### src/rtl/ipow_pkg.sv
// Package for the signed integer power block: widths, payload types and core interface.
`timescale 1ns / 1ps
package ipow_pkg;

   localparam int DATA_WIDTH = 32;
   localparam int SIGN_POS   = DATA_WIDTH - 1;

   typedef struct packed {
      logic signed [DATA_WIDTH-1:0] base_value;
      logic signed [DATA_WIDTH-1:0] exponent_value;
   } ipow_req_type;

   typedef struct packed {
      logic                         result_valid;
      logic signed [DATA_WIDTH-1:0] power_result;
   } ipow_rsp_type;

   typedef struct packed {
      logic                  start;
      logic [DATA_WIDTH-1:0] base;
      logic [DATA_WIDTH-1:0] mag;
   } ipow_cmd_type;

   typedef struct packed {
      logic                  busy;
      logic                  done;
      logic [DATA_WIDTH-1:0] acc;
   } ipow_status_type;

endpackage

### src/rtl/ipow_mul.sv
// Shared multiplier: low word of the product of two words.
`timescale 1ns / 1ps
module ipow_mul
   import ipow_pkg::*;
(
   input  logic [DATA_WIDTH-1:0] op_a,
   input  logic [DATA_WIDTH-1:0] op_b,
   output logic [DATA_WIDTH-1:0] product
);

   logic [2*DATA_WIDTH-1:0] full;

   always_comb begin
      full    = {{DATA_WIDTH{1'b0}}, op_a} * {{DATA_WIDTH{1'b0}}, op_b};
      product = full[DATA_WIDTH-1:0];
   end

endmodule

### src/rtl/ipow_core.sv
// Square-and-multiply sequencer around the shared multiplier.
`timescale 1ns / 1ps
module ipow_core
   import ipow_pkg::*;
(
   input  logic            clock,
   input  logic            reset,
   input  ipow_cmd_type    cmd,
   output ipow_status_type status
);

   localparam logic PH_MUL = 1'b0;
   localparam logic PH_SQR = 1'b1;

   logic                  busy_ff, busy_in;
   logic                  done_ff, done_in;
   logic                  phase_ff, phase_in;
   logic [DATA_WIDTH-1:0] acc_ff, acc_in;
   logic [DATA_WIDTH-1:0] sq_ff, sq_in;
   logic [DATA_WIDTH-1:0] mag_ff, mag_in;
   logic [DATA_WIDTH-1:0] op_a;
   logic [DATA_WIDTH-1:0] product;
   logic                  rest_zero;

   assign op_a      = (phase_ff == PH_MUL) ? acc_ff : sq_ff;
   assign rest_zero = (mag_ff[DATA_WIDTH-1:1] == '0);

   ipow_mul u_mul (
      .op_a    (op_a),
      .op_b    (sq_ff),
      .product (product)
   );

   always_comb begin
      busy_in  = busy_ff;
      done_in  = 1'b0;
      phase_in = phase_ff;
      acc_in   = acc_ff;
      sq_in    = sq_ff;
      mag_in   = mag_ff;
      if (cmd.start) begin
         busy_in  = 1'b1;
         acc_in   = {{(DATA_WIDTH-1){1'b0}}, 1'b1};
         sq_in    = cmd.base;
         mag_in   = cmd.mag;
         phase_in = cmd.mag[0] ? PH_MUL : PH_SQR;
      end else if (busy_ff) begin
         unique case (phase_ff)
            PH_MUL: begin
               acc_in = product;
               if (rest_zero) begin
                  busy_in = 1'b0;
                  done_in = 1'b1;
               end else begin
                  phase_in = PH_SQR;
               end
            end
            PH_SQR: begin
               sq_in    = product;
               mag_in   = mag_ff >> 1;
               phase_in = mag_ff[1] ? PH_MUL : PH_SQR;
            end
            default: begin
               phase_in = PH_MUL;
            end
         endcase
      end
   end

   always_ff @(posedge clock) begin
      if (reset) begin
         busy_ff  <= 1'b0;
         done_ff  <= 1'b0;
         phase_ff <= PH_MUL;
      end else begin
         busy_ff  <= busy_in;
         done_ff  <= done_in;
         phase_ff <= phase_in;
      end
      acc_ff <= acc_in;
      sq_ff  <= sq_in;
      mag_ff <= mag_in;
   end

   assign status.busy = busy_ff;
   assign status.done = done_ff;
   assign status.acc  = acc_ff;

endmodule

### src/rtl/signed_integer_power_top.sv
// Signed integer power: top level with handshakes, special cases and reciprocal fix-up.
// A zero base or zero exponent is answered without the core; otherwise the core takes a
// squaring for each exponent bit below the top set bit and a multiply for each set bit.
// One item at a time; a result waits in the output register while the next request is taken.
// Reset is synchronous and active high, and leaves the block idle with no result pending.
`timescale 1ns / 1ps
module signed_integer_power_top
   import ipow_pkg::*;
(
   input  logic         clock,
   input  logic         reset,
   input  logic         req_valid,
   output logic         req_ready,
   input  ipow_req_type req_payload,
   output logic         rsp_valid,
   input  logic         rsp_ready,
   output ipow_rsp_type rsp_payload
);

   localparam logic [1:0] ST_IDLE = 2'd0;
   localparam logic [1:0] ST_RUN  = 2'd1;
   localparam logic [1:0] ST_DONE = 2'd2;

   logic [1:0]            state_ff, state_in;
   logic                  neg_ff, neg_in;
   ipow_rsp_type          pend_ff, pend_in;
   logic                  rsp_valid_ff, rsp_valid_in;
   ipow_rsp_type          rsp_ff, rsp_in;
   ipow_cmd_type          cmd;
   ipow_status_type       status;
   logic                  accept;
   logic                  base_zero;
   logic                  exp_zero;
   logic                  exp_neg;
   logic [DATA_WIDTH-1:0] exp_bits;
   logic [DATA_WIDTH-1:0] fixed;

   assign accept    = req_valid && req_ready;
   assign exp_bits  = req_payload.exponent_value;
   assign base_zero = (req_payload.base_value == '0);
   assign exp_zero  = (exp_bits == '0);
   assign exp_neg   = exp_bits[SIGN_POS];

   always_comb begin
      cmd.start = accept && !base_zero && !exp_zero;
      cmd.base  = req_payload.base_value;
      cmd.mag   = exp_neg ? (~exp_bits + {{(DATA_WIDTH-1){1'b0}}, 1'b1}) : exp_bits;
   end

   ipow_core u_core (
      .clock  (clock),
      .reset  (reset),
      .cmd    (cmd),
      .status (status)
   );

   always_comb begin
      fixed = status.acc;
      if (neg_ff) begin
         if (status.acc == {{(DATA_WIDTH-1){1'b0}}, 1'b1} || status.acc == '1) begin
            fixed = status.acc;
         end else begin
            fixed = '0;
         end
      end
   end

   always_comb begin
      state_in     = state_ff;
      neg_in       = neg_ff;
      pend_in      = pend_ff;
      rsp_valid_in = rsp_valid_ff;
      rsp_in       = rsp_ff;
      if (rsp_valid_ff && rsp_ready) begin
         rsp_valid_in = 1'b0;
      end
      unique case (state_ff)
         ST_IDLE: begin
            if (accept) begin
               neg_in = exp_neg;
               if (base_zero) begin
                  pend_in.result_valid = !(exp_neg || exp_zero);
                  pend_in.power_result = '0;
                  state_in             = ST_DONE;
               end else if (exp_zero) begin
                  pend_in.result_valid = 1'b1;
                  pend_in.power_result = {{(DATA_WIDTH-1){1'b0}}, 1'b1};
                  state_in             = ST_DONE;
               end else begin
                  state_in = ST_RUN;
               end
            end
         end
         ST_RUN: begin
            if (status.done) begin
               pend_in.result_valid = 1'b1;
               pend_in.power_result = fixed;
               state_in             = ST_DONE;
            end
         end
         ST_DONE: begin
            if (!rsp_valid_ff || rsp_ready) begin
               rsp_valid_in = 1'b1;
               rsp_in       = pend_ff;
               state_in     = ST_IDLE;
            end
         end
         default: begin
            state_in = ST_IDLE;
         end
      endcase
   end

   always_ff @(posedge clock) begin
      if (reset) begin
         state_ff     <= ST_IDLE;
         rsp_valid_ff <= 1'b0;
      end else begin
         state_ff     <= state_in;
         rsp_valid_ff <= rsp_valid_in;
      end
      neg_ff  <= neg_in;
      pend_ff <= pend_in;
      rsp_ff  <= rsp_in;
   end

   assign req_ready   = (state_ff == ST_IDLE) && !status.busy;
   assign rsp_valid   = rsp_valid_ff;
   assign rsp_payload = rsp_ff;

endmodule

### config.mk
export PLATFORM = sky130hd
export DESIGN_NAME = signed_integer_power_top
export DESIGN_NICKNAME = d
export VERILOG_FILES = /design/src/rtl/ipow_pkg.sv /design/src/rtl/ipow_mul.sv /design/src/rtl/ipow_core.sv /design/src/rtl/signed_integer_power_top.sv
export SDC_FILE = /design/constraint.sdc
export NUM_CORES = 1
export LEC_CHECK = 0
export BUFFER_PORTS_ARGS = -buffer_cell sky130_fd_sc_hd__buf_2
export CELL_PAD_IN_SITES_DETAIL_PLACEMENT = 0
export CELL_PAD_IN_SITES_GLOBAL_PLACEMENT = 1
export CORE_MARGIN = 5
export CORE_UTILIZATION = 47
export CTS_BUF_LIST = sky130_fd_sc_hd__clkbuf_2 sky130_fd_sc_hd__clkbuf_4 sky130_fd_sc_hd__clkbuf_8
export CTS_CLUSTER_DIAMETER = 50
export DETAILED_ROUTE_END_ITERATION = 10
export PLACE_DENSITY = 0.9
export REMOVE_ABC_BUFFERS = 1
export SLEW_MARGIN = 20
export SYNTH_ARGS = -nofsm -noshare
export SYNTH_HDL_FRONTEND = slang
export SYNTH_HIERARCHICAL = 1
export SYNTH_SLANG_ARGS = --single-unit
### constraint.sdc
create_clock -name clock -period 7.6 [get_ports clock]
set_input_delay 0.76 -clock clock [delete_from_list [all_inputs] [get_ports clock]]
set_output_delay 0.76 -clock clock [all_outputs]
set_load 0.03 [all_outputs]
-- Yosys cells after proc, flatten, opt, wreduce, memory -nomap -nowiden
Index checks and enable logic that the tools add are counted.
- add/subtract/negate cells: 1
- $mul: 1
- divide/modulo/power cells: 0
- magnitude comparators: 0
- eq/ne operators: 8
- shift operators: 0
- mux-type cells: 34
- bitwise gates (word level): 3
- reduce and logical (&&, ||, !) cells: 27
- operators with widths (cell ; number):
    2-to-1 mux 32 bit ; 10
    2-to-1 mux 33 bit ; 4
    one-hot mux 33 bit (2 select lines) ; 1
    logical NOT 32 bit ; 2
    adder 32 x 1 -> 32 bit (second input constant) ; 1
    equality test 32 x 1 -> 1 bit (second input constant) ; 1
    equality test 32 bit (second input constant) ; 1
    multiplier 32 x 32 -> 32 bit ; 1
    NOT 32 bit ; 1
    logical NOT 31 bit ; 1
    2-to-1 mux 1 bit ; 12
    2-to-1 mux 2 bit ; 5
    AND reduction 2 bit ; 4
    one-hot mux 2 bit (3 select lines) ; 1
    nonzero test 2 bit ; 3
    logical AND 1 bit ; 5
    logical NOT 1 bit ; 5
    inequality test 2 bit (second input constant) ; 2
    AND reduction 4 bit ; 1
    OR reduction 4 bit ; 1
    logical OR 1 bit ; 3
    inequality test 3 bit (second input constant) ; 1
    AND reduction 3 bit ; 1
    equality test 2 x 1 -> 1 bit (second input constant) ; 1
    5 further kinds ; 6
- register bits: 169
- bits in latches: 0
- RAM bits: 0
- memory bits (read-only): 0
- output and inout port bits: 35
- word-level logic and storage cells: 87
- memories: 0

-- Depth between registers and ports, before layout
- depth after elaboration: 7
- mapped depth: 31
- gate-level depth less buffers: 27

-- Modules after synthesis
Netlist, hierarchy kept.
- by module, submodules not included (module ; instances ; cells an instance ; area each (µm²)):
    ipow_mul ; 1 ; 1714 ; 15783.9
    ipow_core ; 1 ; 336 ; 4351.7
    signed_integer_power_top ; 1 ; 301 ; 3488.3

-- Worst setup path before layout
OpenSTA, ideal clock, no wires.
- path kind: flip-flop to flip-flop
- from: reg u_core.phase_ff
- to: reg u_core.sq_ff[27], data pin
- setup time: 0.260 ns
- data arrival time: 7.219 ns
- required time: 7.340 ns
- path slack: 0.121 ns
- cell stages (with the launch flop): 27
- path buffers: 4
- clock period less this slack: 7.479 ns
- cell sequence: dfxtp_1 buf_6 buf_2 mux2_2 clkbuf_1 clkbuf_1 and2_1 fa_1 fa_1 fa_1 inv_1 fa_1 inv_1 fa_1 inv_1 fa_1 inv_1 fa_1 fa_1 ha_1 nand2b_1 o32a_1 nand3_2 o221ai_2 a21o_1 a311o_1 mux2_2
- word-level cells in the longest chain between the ends: 5
- RTL lines (item ; RTL line ; source):
    start: declaration ; ipow_core.sv:17 ; logic phase_ff, phase_in;
    start signal: assignment ; ipow_core.sv:78 ; phase_ff <= phase_in;
    2-to-1 mux 32 bit ; ipow_core.sv:25 ; assign op_a = (phase_ff == PH_MUL) ? acc_ff : sq_ff;
    via u_core.op_a[13] ; ipow_core.sv:21 ; logic [DATA_WIDTH-1:0] op_a;
    multiplier 32 x 32 -> 32 bit ; ipow_mul.sv:14 ; full = {{DATA_WIDTH{1'b0}}, op_a} * {{DATA_WIDTH{1'b0}}, op_b};
    via u_core.product[27] ; ipow_core.sv:22 ; logic [DATA_WIDTH-1:0] product;
    2-to-1 mux 32 bit ; ipow_core.sv:48 ; unique case (phase_ff)
    2-to-1 mux 32 bit ; ipow_core.sv:47 ; end else if (busy_ff) begin
    2-to-1 mux 32 bit ; ipow_core.sv:41 ; if (cmd.start) begin
    via u_core.sq_in[27] ; ipow_core.sv:19 ; logic [DATA_WIDTH-1:0] sq_ff, sq_in;
    end signal: assignment ; ipow_core.sv:81 ; sq_ff <= sq_in;
    end: declaration ; ipow_core.sv:19 ;
The timed path passes the listed nets, and every way through them passes these cells. The select of a mux whose other input is x is not followed.
A chain may end at the register's enable or synchronous reset.

-- Final worst setup path
- from: reg u_core.phase_ff
- to: reg u_core.sq_ff[31], data pin
The elaborated chain is that of the path after synthesis.

==> impl_results.md <==
* Vias in the first global route at 18.9k
* Num rows at 82
* Slew Limit Fails at 0
* Critical Path AT at 7.69 ns
* Post-synth EDFFs at 130
* Root Driver: clkbuf_8
* Predominant post-synthesis flop cell: edfxtp_1
* DR iter-0 viols at 1195
* Worst Hold Path EP: rsp_payload[23]$_DFFE_PP_
* Router iterations before antenna repair at 7
* Final number of setup-violating endpoints at 0
* Count leader, synth: fa_1
* ANT nets after route at 0
* Final min period at 7.46 ns
* R2R Path Start: u_core/phase_ff$_SDFFE_PP0P_
* Fin. Hold Viols at 0
* Ys Warns at 6
* Yosys cell types at 66
* First-pass GRT wire length at 105 mm
* CTS tree: built
* Worst setup EP type: flip-flop
* Critical Path RT at 7.83 ns
* Max Cap Viol at 0
* Clock Skew at 0.0129 ns
* Die area at 54800 sq um
* Fraction of the yosys area taken by sequential cells at 0.197
* GP Congestion at 0.946
* Netlist Area Pre-Place at 23600 sq um
* Max Fclk at 134 MHz
* Area occupied by multi-input gates at 17400 sq um
* Top post-synthesis cells by count: fa_1 (408), and2_1 (369), inv_1 (367)
* Placed Area at 25600 sq um
* Status: finished clean
* Crit path max fanout at 9
* CP bufs+invs at 5
* Slowest CP cell: fa_1
* Hold Buf Count CTS at 0
* Core area at 50000 sq um
* Critical hold path startpoint: pend_ff[23]$_SDFFCE_PN0P_
* Synthesized area per cell at 10.0 sq um
* Clk Latency, worst-skew pair at 0.47 ns
* P&R area growth vs syn at 12.6%
* Fillers at 4461
* RSZ-0062 raised after global routing: true
* Fin worst setup slack at 0.141 ns
* Grt total ovfl at 0
* R2r setup slk at 0.14 ns
* Synth area leaders: fa_1 (35%), edfxtp_1 (17%), and2_1 (9.8%)
* Vias post-DR at 17.4k
* Yosys reg bits at 168
* WHS Path Cells at 0
* Critical path's largest stage delay at 0.59 ns
* CTS Sinks at 168
* Net count, final at 3121
* Utilization after layout at 0.533
* CP Class: flip-flop to flip-flop
* Most common cell on crit path: fa_1
* Area leader, netlist: fa_1
* GRT Total Usage at 0.250
* Reg-to-Reg End: u_core/sq_ff[31]$_DFFE_PP_
* Synth Instances at 2351
* Post-DR wirelength/cell at 21.8 um
* Die W at 234 um
* Post-synth top area share at 0.346
* Hold WC Path Type: flip-flop to flip-flop
* Worst reg-to-reg path cell count at 23
* Ys async rst share at 0
* Top-level I/O count at 103
* Layout cell share with drive strength beyond 1 at 0.174
* Num CTS Buffers at 17
* Routed WL at 69.9 mm
* Vias per inst at 5.44
* Register area at 4670 sq um
* Htree depth at 4
* Slew margin rel. at 0.319
* Max Root-Sink Buffers at 2
* Crit share post-route at 0.982
* Post-Layout Cell Count at 3205
* Final Instance Area at 26600 sq um
* Initial Util at 0.473
* Worst Max-Slew Pin Slew at 1.02 ns
* Placed cells at 3146
* DP Worst Slack at -0.0833 ns
* DP HPWL at 52.6 mm
* Worst path cell trace: buf_6 > mux2_4 > and2_1 > fa_1 > fa_1 > fa_1 > inv_1 > fa_1 > inv_1 > fa_1 > fa_1 > fa_1 > fa_1 > ha_4 > a21o_1 > a21o_1 > a21oi_1 > buf_4 > o221ai_4 > buf_4 > a221oi_2 > xnor2_1 > mux2_2
* CP startpoint kind: flip-flop
* Die Height at 234 um
* Clk pin slew, worst setup/hold paths at 0.10 ns
* Port Buffers at 102
* Pin count of the biggest net entering global routing at 76
* Inserted Diodes at 0
* Initial antenna violation count at 2
* CP top delay family: adder cells
* Residual DRC at 0
==> per-layer routing <==
metal	vias to the layer above	GRT usage	part of all wire	wire [um]
met5	-	0	0.00019	13
met4	2	0.0773	0.035	2460
met3	140	0.0459	0.080	5600
met2	752	0.422	0.49	33900
met1	8852	0.330	0.40	27900
li1	7701	-	-	-
==> logic make-up after synthesis <==
logic type      after synthesis  synth area share
mux                          96            0.0457
fa+ha+maj                   532             0.411
simple gates                781             0.177
buf+inv                     487            0.0800
compound gates              174            0.0466
xor+xnor                    113            0.0419
flops                       168             0.197
==> worst reg2reg max path, stage by stage, from the launching register on <==
cell and delay, ns:
dfxtp_4 0.44, buf_6 0.18, mux2_4 0.39, and2_1 0.19, fa_1 0.56, fa_1 0.45, fa_1 0.53, inv_1 0.05
fa_1 0.49, inv_1 0.05, fa_1 0.48, fa_1 0.59, fa_1 0.44, fa_1 0.55, ha_4 0.23, a21o_1 0.16
a21o_1 0.17, a21oi_1 0.16, buf_4 0.16, o221ai_4 0.11, buf_4 0.17, a221oi_2 0.26, xnor2_1 0.12, mux2_2 0.27
==> cell usage in the layout, fill, tap and decap left out, drive strengths merged, types with 3 or more instances in the layout <==
master  synthesis  routed
a211oi          3       3
a21o           12      12
a21oi          86      86
and2          369     369
buf            26     265
clkbuf         94      20
dfxtp          38      38
edfxtp        130     130
fa            408     408
ha            124     124
inv           367     376
mux2           95      98
nand2         278     278
nand2b         13      13
nand3          10      10
nand3b          3       3
nand4          17      17
nor2           23      23
nor2b           7       7
nor3            8       8
nor4           34      34
o21a            3       3
o21ai          25      25
o21bai          3       3
o31ai          13      13
o41ai           9       9
or3             6       6
or3b            3       3
or4             4       4
xnor2          94      94
xor2           19      19
==> final cells by class <==
class                           count  share of cell area
Timing Repair Buffer              268              0.0724
Inverter                          367              0.0518
Multi-Input combinational cell   1699               0.653
Sequential cell                   168               0.175
Tap cell                          672              0.0316
Clock buffer                       17             0.00879
Clock inverter                     14             0.00682
==> worst max-delay path by stage <==
stage                     depth (start not counted)                          from                           to  slack, ns
after floorplan                                   8                req_payload[0]  u_core/mag_ff[10]$_DFFE_PP_      -2.73
after global placement                           23  u_core/phase_ff$_SDFFE_PP0P_   u_core/sq_ff[31]$_DFFE_PP_       0.02
after detailed placement                         24  u_core/phase_ff$_SDFFE_PP0P_   u_core/sq_ff[30]$_DFFE_PP_      -0.08
after CTS                                        23  u_core/phase_ff$_SDFFE_PP0P_   u_core/sq_ff[31]$_DFFE_PP_     -0.005
after global routing                             26  u_core/phase_ff$_SDFFE_PP0P_   u_core/sq_ff[31]$_DFFE_PP_      -0.03
final                                            23  u_core/phase_ff$_SDFFE_PP0P_   u_core/sq_ff[31]$_DFFE_PP_       0.14
==> state kept, by name (all words and copies together) (netlist names), 2 cells and up <==
| name | count |
|---|---|
| pend_ff | 33 |
| rsp_payload | 33 |
| u_core/acc_ff | 32 |
| u_core/sq_ff | 32 |
| u_core/mag_ff | 31 |
| state_ff | 2 |
==> through the flow <==
stage | setup TNS, ns | hold WS (ns)
3_3_place_gp | 0 | 0.406
5_1_grt | -0.0488 | 0.439
4_1_cts | -0.00721 | 0.420
6_report | 0 | 0.421
3_5_place_dp | -0.0860 | 0.405
2_1_floorplan | -229.43 | 0.400
==> timing repair <==
item                       in CTS  in global routing
setup buffers                   0                 22
pin swaps                       0                 18
gates resized for setup        13                 51
setup endpoints to repair       5                 16
gates cloned                    0                  6
Power is left out: the tool's default activity adds up to more than one toggle a clock period on the data nets, which glitch-free logic cannot reach.
